`src/rtl/core/emgd_pkg.sv`:
```
package emgd_pkg;

  // Input item modes
  localparam logic [2:0] MODE_TICK      = 3'd0;
  localparam logic [2:0] MODE_TERM_BYTE = 3'd1;
  localparam logic [2:0] MODE_LINE_BYTE = 3'd2;
  localparam logic [2:0] MODE_LINE_ERR  = 3'd3;
  localparam logic [2:0] MODE_ONLINE    = 3'd4;

  // Result destinations
  localparam logic [1:0] DEST_LINE = 2'd0;
  localparam logic [1:0] DEST_TERM = 2'd1;
  localparam logic [1:0] DEST_CMD  = 2'd2;

  // Result events
  localparam logic [1:0] EV_NONE      = 2'd0;
  localparam logic [1:0] EV_ESCAPE    = 2'd1;
  localparam logic [1:0] EV_NOCARRIER = 2'd2;

  // Configuration register indexes
  localparam logic [1:0] CFG_GUARD_TICKS  = 2'd0;
  localparam logic [1:0] CFG_ESCAPE_CHAR  = 2'd1;
  localparam logic [1:0] CFG_ESCAPE_COUNT = 2'd2;

  // Configuration reset values
  localparam logic [15:0] GUARD_TICKS_RST  = 16'd50;
  localparam logic [7:0]  ESCAPE_CHAR_RST  = 8'd43;
  localparam logic [2:0]  ESCAPE_COUNT_RST = 3'd3;

  localparam int unsigned CFG_DATA_W = 16;

  // Command queue between front and back
  localparam int unsigned QUEUE_DEPTH = 2;
  localparam int unsigned QUEUE_PTR_W = (QUEUE_DEPTH > 1) ? $clog2(QUEUE_DEPTH) : 1;
  localparam int unsigned QUEUE_CNT_W = $clog2(QUEUE_DEPTH + 1);

  typedef struct packed {
    logic [2:0] mode;
    logic [7:0] data_byte;
  } emgd_in_t;

  typedef struct packed {
    logic [1:0] destination;
    logic [7:0] out_byte;
    logic [1:0] event_code;
    logic       last_of_run;
  } emgd_out_t;

  typedef struct packed {
    logic [15:0] guard_ticks;
    logic [7:0]  escape_char;
    logic [2:0]  escape_count;
  } emgd_cfg_t;

  // One command: rel_cnt escape bytes to the line, then one final result
  typedef struct packed {
    logic [2:0] rel_cnt;
    logic [7:0] esc_byte;
    logic [1:0] destination;
    logic [7:0] out_byte;
    logic [1:0] event_code;
  } emgd_cmd_t;

endpackage

```
`src/rtl/core/modem_escape_guard_detector.sv`:
```
// Escape guard detector for an online data pump. Terminal bytes go to the
// line and line bytes to the terminal; escape characters that follow a guard
// silence are held and, if exactly escape_count of them are followed by
// another guard silence (counted in tick items), an escape event for the
// command processor is reported and the block returns to command mode. A line
// error reports carrier loss. A front stage takes one item per cycle when the
// queue has room and updates the guard state; a two-entry command queue feeds
// a back stage that delivers one result per cycle from a registered output
// when not stalled. An item that releases held escapes yields held count plus
// one results (up to 8); other items sustain one per cycle when not stalled.
// The back stage's single output register sets that rate. Configuration is
// written by the user while no item is in flight; no logic here enforces it.
module modem_escape_guard_detector import emgd_pkg::*; #(
  parameter int unsigned TICK_COUNTER_WIDTH = 16
) (
  input  logic                  clk_i,
  input  logic                  rst_ni,
  input  logic                  cfg_we_i,
  input  logic [1:0]            cfg_idx_i,
  input  logic [CFG_DATA_W-1:0] cfg_wdata_i,
  input  logic                  in_valid_i,
  output logic                  in_ready_o,
  input  emgd_in_t              in_data_i,
  output logic                  out_valid_o,
  input  logic                  out_ready_i,
  output emgd_out_t             out_data_o
);

  emgd_cfg_t cfg_q;
  emgd_cmd_t push_cmd;
  emgd_cmd_t pop_cmd;
  logic      push;
  logic      pop;
  logic      full;
  logic      empty;

  // Configuration registers
  always_ff @(posedge clk_i or negedge rst_ni) begin
    if (!rst_ni) begin
      cfg_q.guard_ticks  <= GUARD_TICKS_RST;
      cfg_q.escape_char  <= ESCAPE_CHAR_RST;
      cfg_q.escape_count <= ESCAPE_COUNT_RST;
    end else if (cfg_we_i) begin
      unique case (cfg_idx_i)
        CFG_GUARD_TICKS:  cfg_q.guard_ticks  <= cfg_wdata_i[15:0];
        CFG_ESCAPE_CHAR:  cfg_q.escape_char  <= cfg_wdata_i[7:0];
        CFG_ESCAPE_COUNT: cfg_q.escape_count <= cfg_wdata_i[2:0];
        default: begin
        end
      endcase
    end
  end

  emgd_front #(
    .TICK_COUNTER_WIDTH(TICK_COUNTER_WIDTH)
  ) u_front (
    .clk_i      (clk_i),
    .rst_ni     (rst_ni),
    .cfg_i      (cfg_q),
    .in_valid_i (in_valid_i),
    .in_ready_o (in_ready_o),
    .in_data_i  (in_data_i),
    .push_o     (push),
    .cmd_o      (push_cmd),
    .full_i     (full)
  );

  emgd_fifo u_fifo (
    .clk_i       (clk_i),
    .rst_ni      (rst_ni),
    .push_i      (push),
    .push_data_i (push_cmd),
    .full_o      (full),
    .pop_i       (pop),
    .pop_data_o  (pop_cmd),
    .empty_o     (empty)
  );

  emgd_back u_back (
    .clk_i       (clk_i),
    .rst_ni      (rst_ni),
    .cmd_i       (pop_cmd),
    .empty_i     (empty),
    .pop_o       (pop),
    .out_valid_o (out_valid_o),
    .out_ready_i (out_ready_i),
    .out_data_o  (out_data_o)
  );

endmodule

```
`src/rtl/core/emgd_front.sv`:
```
module emgd_front import emgd_pkg::*; #(
  parameter int unsigned TICK_COUNTER_WIDTH = 16
) (
  input  logic      clk_i,
  input  logic      rst_ni,
  input  emgd_cfg_t cfg_i,
  input  logic      in_valid_i,
  output logic      in_ready_o,
  input  emgd_in_t  in_data_i,
  output logic      push_o,
  output emgd_cmd_t cmd_o,
  input  logic      full_i
);

  localparam int unsigned CmpW = (TICK_COUNTER_WIDTH > 16) ? TICK_COUNTER_WIDTH : 16;

  logic                          online_q, online_d;
  logic                          guard_q, guard_d;
  logic [2:0]                    held_q, held_d;
  logic [TICK_COUNTER_WIDTH-1:0] sil_q, sil_d;
  logic [TICK_COUNTER_WIDTH-1:0] sil_inc;
  logic                          accept;
  logic                          is_esc;

  assign in_ready_o = !full_i;
  assign accept     = in_valid_i && !full_i;

  // Saturating silence count and escape match
  assign sil_inc = (sil_q != {TICK_COUNTER_WIDTH{1'b1}}) ?
                   sil_q + TICK_COUNTER_WIDTH'(1) : sil_q;
  assign is_esc  = (in_data_i.data_byte == cfg_i.escape_char);

  // Classify the item and update the guard state
  always_comb begin
    online_d = online_q;
    guard_d  = guard_q;
    held_d   = held_q;
    sil_d    = sil_q;
    push_o   = 1'b0;
    cmd_o    = '{rel_cnt: 3'd0, esc_byte: cfg_i.escape_char, destination: DEST_LINE,
                 out_byte: in_data_i.data_byte, event_code: EV_NONE};
    if (accept) begin
      if (!online_q) begin
        if (in_data_i.mode == MODE_ONLINE) begin
          online_d = 1'b1;
          guard_d  = 1'b0;
          held_d   = 3'd0;
          sil_d    = '0;
        end
      end else begin
        case (in_data_i.mode)
          MODE_TICK: begin
            sil_d = sil_inc;
            if (!guard_q && (CmpW'(sil_inc) >= CmpW'(cfg_i.guard_ticks))) begin
              guard_d = 1'b1;
              if (held_q != 3'd0 && held_q == cfg_i.escape_count) begin
                held_d            = 3'd0;
                online_d          = 1'b0;
                push_o            = 1'b1;
                cmd_o.destination = DEST_CMD;
                cmd_o.out_byte    = 8'd0;
                cmd_o.event_code  = EV_ESCAPE;
              end
            end
          end
          MODE_TERM_BYTE: begin
            if (is_esc && (held_q != 3'd0 || guard_q) && held_q < cfg_i.escape_count) begin
              held_d = held_q + 3'd1;
            end else begin
              // held escapes go first, then this byte
              push_o        = 1'b1;
              cmd_o.rel_cnt = held_q;
              held_d        = 3'd0;
            end
            guard_d = 1'b0;
            sil_d   = '0;
          end
          MODE_LINE_BYTE: begin
            push_o            = 1'b1;
            cmd_o.destination = DEST_TERM;
          end
          MODE_LINE_ERR: begin
            held_d            = 3'd0;
            online_d          = 1'b0;
            push_o            = 1'b1;
            cmd_o.destination = DEST_CMD;
            cmd_o.out_byte    = 8'd0;
            cmd_o.event_code  = EV_NOCARRIER;
          end
          default: begin
          end
        endcase
      end
    end
  end

  always_ff @(posedge clk_i or negedge rst_ni) begin
    if (!rst_ni) begin
      online_q <= 1'b0;
      guard_q  <= 1'b0;
      held_q   <= 3'd0;
      sil_q    <= '0;
    end else begin
      online_q <= online_d;
      guard_q  <= guard_d;
      held_q   <= held_d;
      sil_q    <= sil_d;
    end
  end

endmodule

```
`src/rtl/core/emgd_fifo.sv`:
```
module emgd_fifo import emgd_pkg::*; (
  input  logic      clk_i,
  input  logic      rst_ni,
  input  logic      push_i,
  input  emgd_cmd_t push_data_i,
  output logic      full_o,
  input  logic      pop_i,
  output emgd_cmd_t pop_data_o,
  output logic      empty_o
);

  emgd_cmd_t              mem_q [QUEUE_DEPTH];
  logic [QUEUE_PTR_W-1:0] wr_ptr_q, wr_ptr_d;
  logic [QUEUE_PTR_W-1:0] rd_ptr_q, rd_ptr_d;
  logic [QUEUE_CNT_W-1:0] cnt_q, cnt_d;

  assign full_o     = (cnt_q == QUEUE_CNT_W'(QUEUE_DEPTH));
  assign empty_o    = (cnt_q == '0);
  assign pop_data_o = mem_q[rd_ptr_q];

  // Pointer wrap and occupancy
  always_comb begin
    wr_ptr_d = wr_ptr_q;
    rd_ptr_d = rd_ptr_q;
    cnt_d    = cnt_q;
    if (push_i) begin
      wr_ptr_d = (wr_ptr_q == QUEUE_PTR_W'(QUEUE_DEPTH - 1)) ? '0 : wr_ptr_q + QUEUE_PTR_W'(1);
    end
    if (pop_i) begin
      rd_ptr_d = (rd_ptr_q == QUEUE_PTR_W'(QUEUE_DEPTH - 1)) ? '0 : rd_ptr_q + QUEUE_PTR_W'(1);
    end
    if (push_i && !pop_i) begin
      cnt_d = cnt_q + QUEUE_CNT_W'(1);
    end else if (pop_i && !push_i) begin
      cnt_d = cnt_q - QUEUE_CNT_W'(1);
    end
  end

  always_ff @(posedge clk_i or negedge rst_ni) begin
    if (!rst_ni) begin
      wr_ptr_q <= '0;
      rd_ptr_q <= '0;
      cnt_q    <= '0;
    end else begin
      wr_ptr_q <= wr_ptr_d;
      rd_ptr_q <= rd_ptr_d;
      cnt_q    <= cnt_d;
    end
  end

  // Entry storage
  always_ff @(posedge clk_i) begin
    if (push_i) begin
      mem_q[wr_ptr_q] <= push_data_i;
    end
  end

endmodule

```
`src/rtl/core/emgd_back.sv`:
```
module emgd_back import emgd_pkg::*; (
  input  logic      clk_i,
  input  logic      rst_ni,
  input  emgd_cmd_t cmd_i,
  input  logic      empty_i,
  output logic      pop_o,
  output logic      out_valid_o,
  input  logic      out_ready_i,
  output emgd_out_t out_data_o
);

  logic       out_valid_q, out_valid_d;
  emgd_out_t  out_q, out_d;
  logic [2:0] idx_q, idx_d;
  logic       load;

  assign load        = !empty_i && (!out_valid_q || out_ready_i);
  assign out_valid_o = out_valid_q;
  assign out_data_o  = out_q;

  // Walk a command: held escapes first, then the final result
  always_comb begin
    idx_d       = idx_q;
    pop_o       = 1'b0;
    out_d       = out_q;
    out_valid_d = out_valid_q && !out_ready_i;
    if (load) begin
      out_valid_d = 1'b1;
      if (idx_q != cmd_i.rel_cnt) begin
        out_d = '{destination: DEST_LINE, out_byte: cmd_i.esc_byte,
                  event_code: EV_NONE, last_of_run: 1'b0};
        idx_d = idx_q + 3'd1;
      end else begin
        out_d = '{destination: cmd_i.destination, out_byte: cmd_i.out_byte,
                  event_code: cmd_i.event_code, last_of_run: 1'b1};
        idx_d = 3'd0;
        pop_o = 1'b1;
      end
    end
  end

  always_ff @(posedge clk_i or negedge rst_ni) begin
    if (!rst_ni) begin
      out_valid_q <= 1'b0;
      idx_q       <= 3'd0;
    end else begin
      out_valid_q <= out_valid_d;
      idx_q       <= idx_d;
    end
  end

  always_ff @(posedge clk_i) begin
    out_q <= out_d;
  end

endmodule

```
`config.mk`:
```
export PLATFORM = sky130hd
export DESIGN_NAME = modem_escape_guard_detector
export DESIGN_NICKNAME = d
export VERILOG_FILES = /design/src/rtl/core/emgd_pkg.sv /design/src/rtl/core/modem_escape_guard_detector.sv /design/src/rtl/core/emgd_front.sv /design/src/rtl/core/emgd_fifo.sv /design/src/rtl/core/emgd_back.sv
export SDC_FILE = /design/constraint.sdc
export NUM_CORES = 1
export LEC_CHECK = 0
export ABC_AREA = 1
export BUFFER_PORTS_ARGS = -buffer_cell sky130_fd_sc_hd__buf_2
export CAP_MARGIN = 40
export CORE_MARGIN = 1.5
export CORE_UTILIZATION = 54
export DETAILED_ROUTE_END_ITERATION = 10
export PLACE_DENSITY = 0.76
export SYNTH_ARGS = -nofsm -noshare
export SYNTH_HDL_FRONTEND = slang
export SYNTH_SLANG_ARGS = --single-unit
```
`constraint.sdc`:
```
create_clock -name clk_i -period 3.9 [get_ports clk_i]
set_input_delay 0.195 -clock clk_i [delete_from_list [all_inputs] [get_ports clk_i]]
set_output_delay 0.195 -clock clk_i [all_outputs]
set_load 0.005 [all_outputs]
```
# Word level (Yosys, flattened, before mapping)
# Memories as Yosys holds them, arrays and structs flattened.
# Index checks and enable logic that the tools add are counted.
# word_totals
ff_bits	69
output_inout_bits	15
mem_bits_rw	46
word_cells	118
in_bits	34
mem_count	1
# memory_table
memory	words	word_bits	rd	rd_clocked_by_memory_dff	write_ports	line	rtl
u_fifo.mem_q	2	23	1	0	1	emgd_fifo.sv:12	emgd_cmd_t mem_q [QUEUE_DEPTH];
# classes
magnitude_cmp	2
addsub	7
reduce_logical	31
eq_ne	15
muxes	46
# op_table
op	count
2-to-1 mux 12 bit	4
2-to-1 mux 16 bit	3
case mux 16 bit (2 select lines)	1
2-to-1 mux 3 bit	10
case mux 10 bit (2 select lines)	1
2-to-1 mux 1 bit	19
adder 16 x 1 -> 16 bit, second input constant	1
greater-or-equal comparator 16 bit	1
inequality test 16 bit, second input constant	1
2-to-1 mux 11 bit	1
logical AND 1 bit	9
inequality test 3 bit, second input constant	3
case mux 3 bit (3 select lines)	1
equality test 8 bit	1
logical NOT 1 bit	7
adder 3 x 1 -> 3 bit, second input constant	2
equality test 3 x 2 -> 1 bit, second input constant	2
case mux 2 bit (3 select lines)	1
AND reduction 2 bit	3
AND reduction 5 bit	1
equality test 2 bit, second input constant	2
logical NOT 2 bit	2
2-to-1 mux 2 bit	2
inequality test 4 bit, second input constant	1
18 further kinds	22

# Logic depth before layout (Yosys ltp)
# depth
depth_word	12
depth_mapped	25
depth_no_buf	24

# Hierarchy
# From an unflattened synthesis, not the netlist that was laid out.
# hier_totals
hier_cells	670
hier_area_um2	6276.0
# modules_own_cells
module	area_per_inst_um2	cells_each	seq_area_each_um2	n_inst
emgd_front	2359.8	364	525.5	1
emgd_fifo	1969.4	97	1481.4	1
modem_escape_guard_detector	1124.8	120	686.9	1
emgd_back	822.0	89	490.5	1

# Worst setup path before layout
# OpenSTA, ideal clock, no wires.
# synth_path
path_type	reg-to-reg
from	reg u_front.sil_q[0]
to	mem u_fifo.mem_q[1][0] (netlist bit), enable pin
setup_slack_ns	0.174
period_less_slack_ns	3.726
n_path_buf	0
setup_ns	0.403
required_time_ns	3.497
path_stages_with_launch	18
arrival_ns	3.324
path_cell_list	dfrtp_1 ha_1 nand3_1 nor3_1 nand2_1 inv_1 nand4_1 nand3b_1 and2_1 ha_1 nand2_1 nor3_1 nand2_1 nand2_1 nand4_1 nand2_1 nand2_1 nor2_1
# synth_via
elab_chain_cells	10
elab_cells_between_ends	11
cone_classes	1 x add/sub; 1 x order compare; 1 x eq/ne; 7 x mux; 1 x reduce/logical
# synth_rtl
element	line	rtl
from (decl)	emgd_front.sv:20	logic [TICK_COUNTER_WIDTH-1:0] sil_q, sil_d;
from (signal assigned)	emgd_front.sv:107	sil_q <= sil_d;
adder 16 x 1 -> 16 bit or inequality test 16 bit (tied branches)	emgd_front.sv:30, emgd_front.sv:29	
2-to-1 mux 16 bit (*)	emgd_front.sv:29	assign sil_inc = (sil_q != {TICK_COUNTER_WIDTH{1'b1}}) ?
greater-or-equal comparator 16 bit (*)	emgd_front.sv:54	if (!guard_q && (CmpW'(sil_inc) >= CmpW'(cfg_i.guard_ticks))) begin
logical AND 1 bit (*)	emgd_front.sv:54	
2-to-1 mux 1 bit (*)	emgd_front.sv:54	
case mux 1 bit (3 select lines) (*)	emgd_front.sv:51	case (in_data_i.mode)
2-to-1 mux 1 bit (*)	emgd_front.sv:43	if (!online_q) begin
2-to-1 mux 1 bit (*)	emgd_front.sv:42	if (accept) begin
2-to-1 mux 1 bit (*)	emgd_fifo.sv:53	if (push_i) begin
2-to-1 mux 1 bit (implied by the code) (*)	emgd_fifo.sv:54	mem_q[wr_ptr_q] <= push_data_i;
to (decl)	emgd_fifo.sv:12	
# Every way passes the cells marked *; elsewhere a longest branch is shown, timed or not.

# Final worst setup path
# layout_path
from	reg u_front.sil_q[0]
to	reg u_fifo.cnt_q[1]
# layout_via
elab_chain_cells	11
elab_cells_between_ends	14
cone_classes	1 x add/sub; 1 x order compare; 1 x eq/ne; 6 x mux; 5 x reduce/logical
# layout_rtl
element	line	rtl
adder 16 x 1 -> 16 bit or inequality test 16 bit (tied branches)	emgd_front.sv:30, emgd_front.sv:29	
2-to-1 mux 16 bit (*)	emgd_front.sv:29	
greater-or-equal comparator 16 bit (*)	emgd_front.sv:54	
logical AND 1 bit (*)	emgd_front.sv:54	
2-to-1 mux 1 bit (*)	emgd_front.sv:54	
case mux 1 bit (3 select lines) (*)	emgd_front.sv:51	
2-to-1 mux 1 bit (*)	emgd_front.sv:43	
2-to-1 mux 1 bit (*)	emgd_front.sv:42	
named net push	modem_escape_guard_detector.sv:32	logic push;
logical NOT 1 bit	emgd_fifo.sv:34	end else if (pop_i && !push_i) begin
logical AND 1 bit	emgd_fifo.sv:34	
nonzero test 2 bit (no line)	n/a	
to (signal assigned)	emgd_fifo.sv:47	cnt_q <= cnt_d;
to (decl)	emgd_fifo.sv:15	logic [QUEUE_CNT_W-1:0] cnt_q, cnt_d;
# Mark *: on every way through the listed nets, which the timed path passes. The rest lies on a longest branch.
# A chain may end at the register's enable or synchronous reset.

==> reports/metrics.cfg <==
[clock_tree]
cts.htree.levels = 4
cts_buffers = 17
insertion_delay_ns = 0.51
cts_setup_buffers = 0
root_buffer = clkbuf_8
clk_pin_slew_worst_paths_ns = 0.06
cts_tree = built
clockBufferDepth = 2
cts.sinks = 115

[timing]
clock.fmax_mhz = 283
slew_headroom_pct = 55.6
fin_skew_ns = 0.00794
timing.final.crit_share_pct = 90.6
timing.final.ws_setup_ns = 0.366
finalHoldViolations = 0
max_slew.worst_pin.slew_ns = 0.665
rsz0062_at_grt = no
finalCriticalPeriod_ns = 3.53
drv_slew = 0
finalSetupTns_ns = 0
finalSetupViolCount = 0

[setup_path]
slowest_stage = dfrtp_1
slowest_delay_ns = 0.39
worst-path-max-fanout = 4
path_cells = ha_1 -> nand3_1 -> nor3_2 -> nand2_1 -> inv_1 -> nand4_1 -> nand3b_1 -> and2_1 -> ha_1 -> nand2_1 -> o21ai_0 -> a21oi_1 -> nand2_1 -> nand4_1 -> nand2_1 -> nand2_1 -> inv_1 -> ha_1 -> a21oi_1 -> o21ai_0 -> xor2_1
cp.required_ns = 4.29
critPathLaunchType = flop
criticalPathCategory = flop to flop
critPathMostFrequentCell = nand2_1
worstSetupEndpointType = flop
arrival_ns = 3.92

[placed_design]
gp_congestion = 0.928
hpwl_mm = 7.82
dp_slack_ns = 0.360
port_buffers = 48
dp.cells = 763

[grt]
overflow = 0
grt_pass1_wl_mm = 20.1
grt_pass1_vias = 4317
grt_max_degree = 42
grt_antenna_before_repair = 0
track_usage_pct = 23.3

[floorplan]
fp.coreArea_mm2 = 0.0102
rows = 37
die_width_um = 105
pin_count = 49
initial_utilization_pct = 55.4
die_y_um = 105
fp.dieArea_mm2 = 0.0111

[finish]
n_fill_cell = 748
drive_gt1_share_pct = 17.7
antenna_cells = 0
final_cells = 818
syn2layout_area_growth_pct = 21.6
nets = 727

[detailed_routing]
routed_wl_mm = 11.6
wl_met2_mm = 5.98
via_per_inst = 5.21
antenna_left = 0
wl_met3_um = 493
wl_met1_mm = 4.82
firstDrtPassIters = 5
dr.first_iter.drc_count = 171
vias = 4261
highest_layer = met4
wl_per_cell_um = 14.2
drc = 0

[synthesis]
ys.flop_type = edfxtp_1
ys_types = 40
yosys.cell_count.top_type = nand2_1
ys_async_sr_fraction_pct = 48.7
synth_area_leader_cell = edfxtp_1
syn_area_mm2 = 0.00567
syn_inst = 586
synthAdderAreaFrac_pct = 5.30
synth_area_leaders = edfxtp_1, dfrtp_1, nand2_1, inv_1, ha_1
postSynthAreaPerCell_um2 = 9.67
synth_simple_gate_area_share_pct = 16.8
yosysTopAreaCellShare_pct = 31.3
synth_xor_xnor_area_share_pct = 3.56
synthMuxAreaShare_pct = 1.41
ys_warn_count = 0
synth_top_family_by_area = simple AND/OR/NAND/NOR gates
synth_compound_area_share_pct = 9.17
syn-num-nets = 644
synth-seq-cells = 115
seq_area_frac_synth_pct = 56.2
synthTopCellsByCount = nand2_1, inv_1, edfxtp_1
synth_edf_count = 59

[power_and_ir_drop]
static-leakage-power_uw = 0.00321
power_density_mw_per_mm2 = 663
vdd_ir_drop_max_v = 0.000328

[job]
cap_violations = 0

[status]
status = complete, no violations

[min_path]
min_path_type = input port to flop

==> routing by layer <==
metal,track usage [%],up-vias
li1,-,2115
met4,11.4,0
met1,27.2,1988
met5,0,-
met2,40.6,127
met3,4.95,31
==> logic make-up (layout without fill, tap and decap cells) <==
family,Yosys count,count (layout)
buffers and inverters,110,206
adder cells (fa/ha/maj),24,24
multiplexers,8,8
flip-flops,115,115
AO/OA/AOI/OAI,94,94
XOR/XNOR,23,23
AND/OR/NAND/NOR,212,212
==> sequential cells by signal (all words and copies together), names as in the netlist <==
signal,cells
u_fifo.cnt_q,2
cfg_q,27
u_front.guard_q,1
u_front.online_q,1
u_front.held_q,3
u_fifo.rd_ptr_q,1
u_back.out_valid_o,1
u_back.out_data_o,13
u_back.idx_q,3
u_front.sil_q,16
u_fifo.wr_ptr_q,1
u_fifo.mem_q,46
==> critical path: cells and delay by family, from the launching register on <==
family | cells | cell delay, ns
simple gates | 11 | 1.45
fa+ha+maj | 3 | 0.84
flops | 1 | 0.39
buf+inv | 2 | 0.15
xor+xnor | 1 | 0.15
compound gates | 4 | 0.44
==> cell usage in the layout (no fill, tap or decap), types with 5 or more instances in the layout <==
master	n
nand2_1	116
inv_1	91
edfxtp_1	59
buf_2	48
dfrtp_1	47
o21ai_0	42
nor2_1	29
a21oi_1	26
ha_1	24
dlygate4sd3_1	23
xor2_1	19
nand3_1	17
clkbuf_16	16
nand4_1	13
nor3_1	11
or2_2	10
dfstp_2	9
mux2i_1	8
o211ai_1	8
o21ai_1	6
inv_2	5
o22ai_1	5
buf_4	5
==> path summary, 6_finish.rpt <==
check | end | depth (start not counted) | slack, ns | start
worst min-delay path | cfg_q[2] | 3 | 0.007 | cfg_wdata_i[2]
worst min register to register | cfg_q[2] | 2 | 0.48 | cfg_q[2]
min in group asynchronous | u_fifo.rd_ptr_q | 2 | 0.16 | rst_ni
max in group asynchronous | cfg_q[0] | 3 | 2.86 | rst_ni
worst max-delay path | u_fifo.cnt_q[1] | 21 | 0.37 | u_front.sil_q[0]
worst max register to register | u_fifo.cnt_q[1] | 21 | 0.37 | u_front.sil_q[0]
==> report_power, final <==
group,switching [uW],internal [uW]
Sequential,158,1590
Clock,544,970
Combinational,802,498
==> per-stage QoR <==
| step | total power (uW) | instance area, um^2 | utilization (%) | hold slack, ns |
|---|---|---|---|---|
| final | 4570 | 6890 | 67.3 | 0.00742 |
| after CTS | 4590 | 6880 | 67.3 | 0.00283 |
| after global routing | 4870 | 6890 | 67.3 | 0.00912 |
| after global placement | 2990 | 6050 | 59.2 | 0.143 |
| after detailed placement | 3040 | 6070 | 59.3 | 0.151 |
| after floorplan | 2660 | 5670 | - | -0.101 |
==> final cells by class <==
type	count	area (um^2)	area share, %
clock buffers	19	422	6.12
clock inverters	13	160	2.33
inverters	97	365	5.31
multi-input cells	361	2060	29.9
flip-flops and latches	115	3180	46.2
well taps	136	170	2.47
repair buffers	77	523	7.59
==> repair_timing <==
item	in CTS	in global routing
endpoints found under the setup margin	0	8
endpoints found under the hold margin	48	0
hold buffers	23	0
gates resized for setup	0	4
Note: power is estimated with default switching activity, not from simulation.
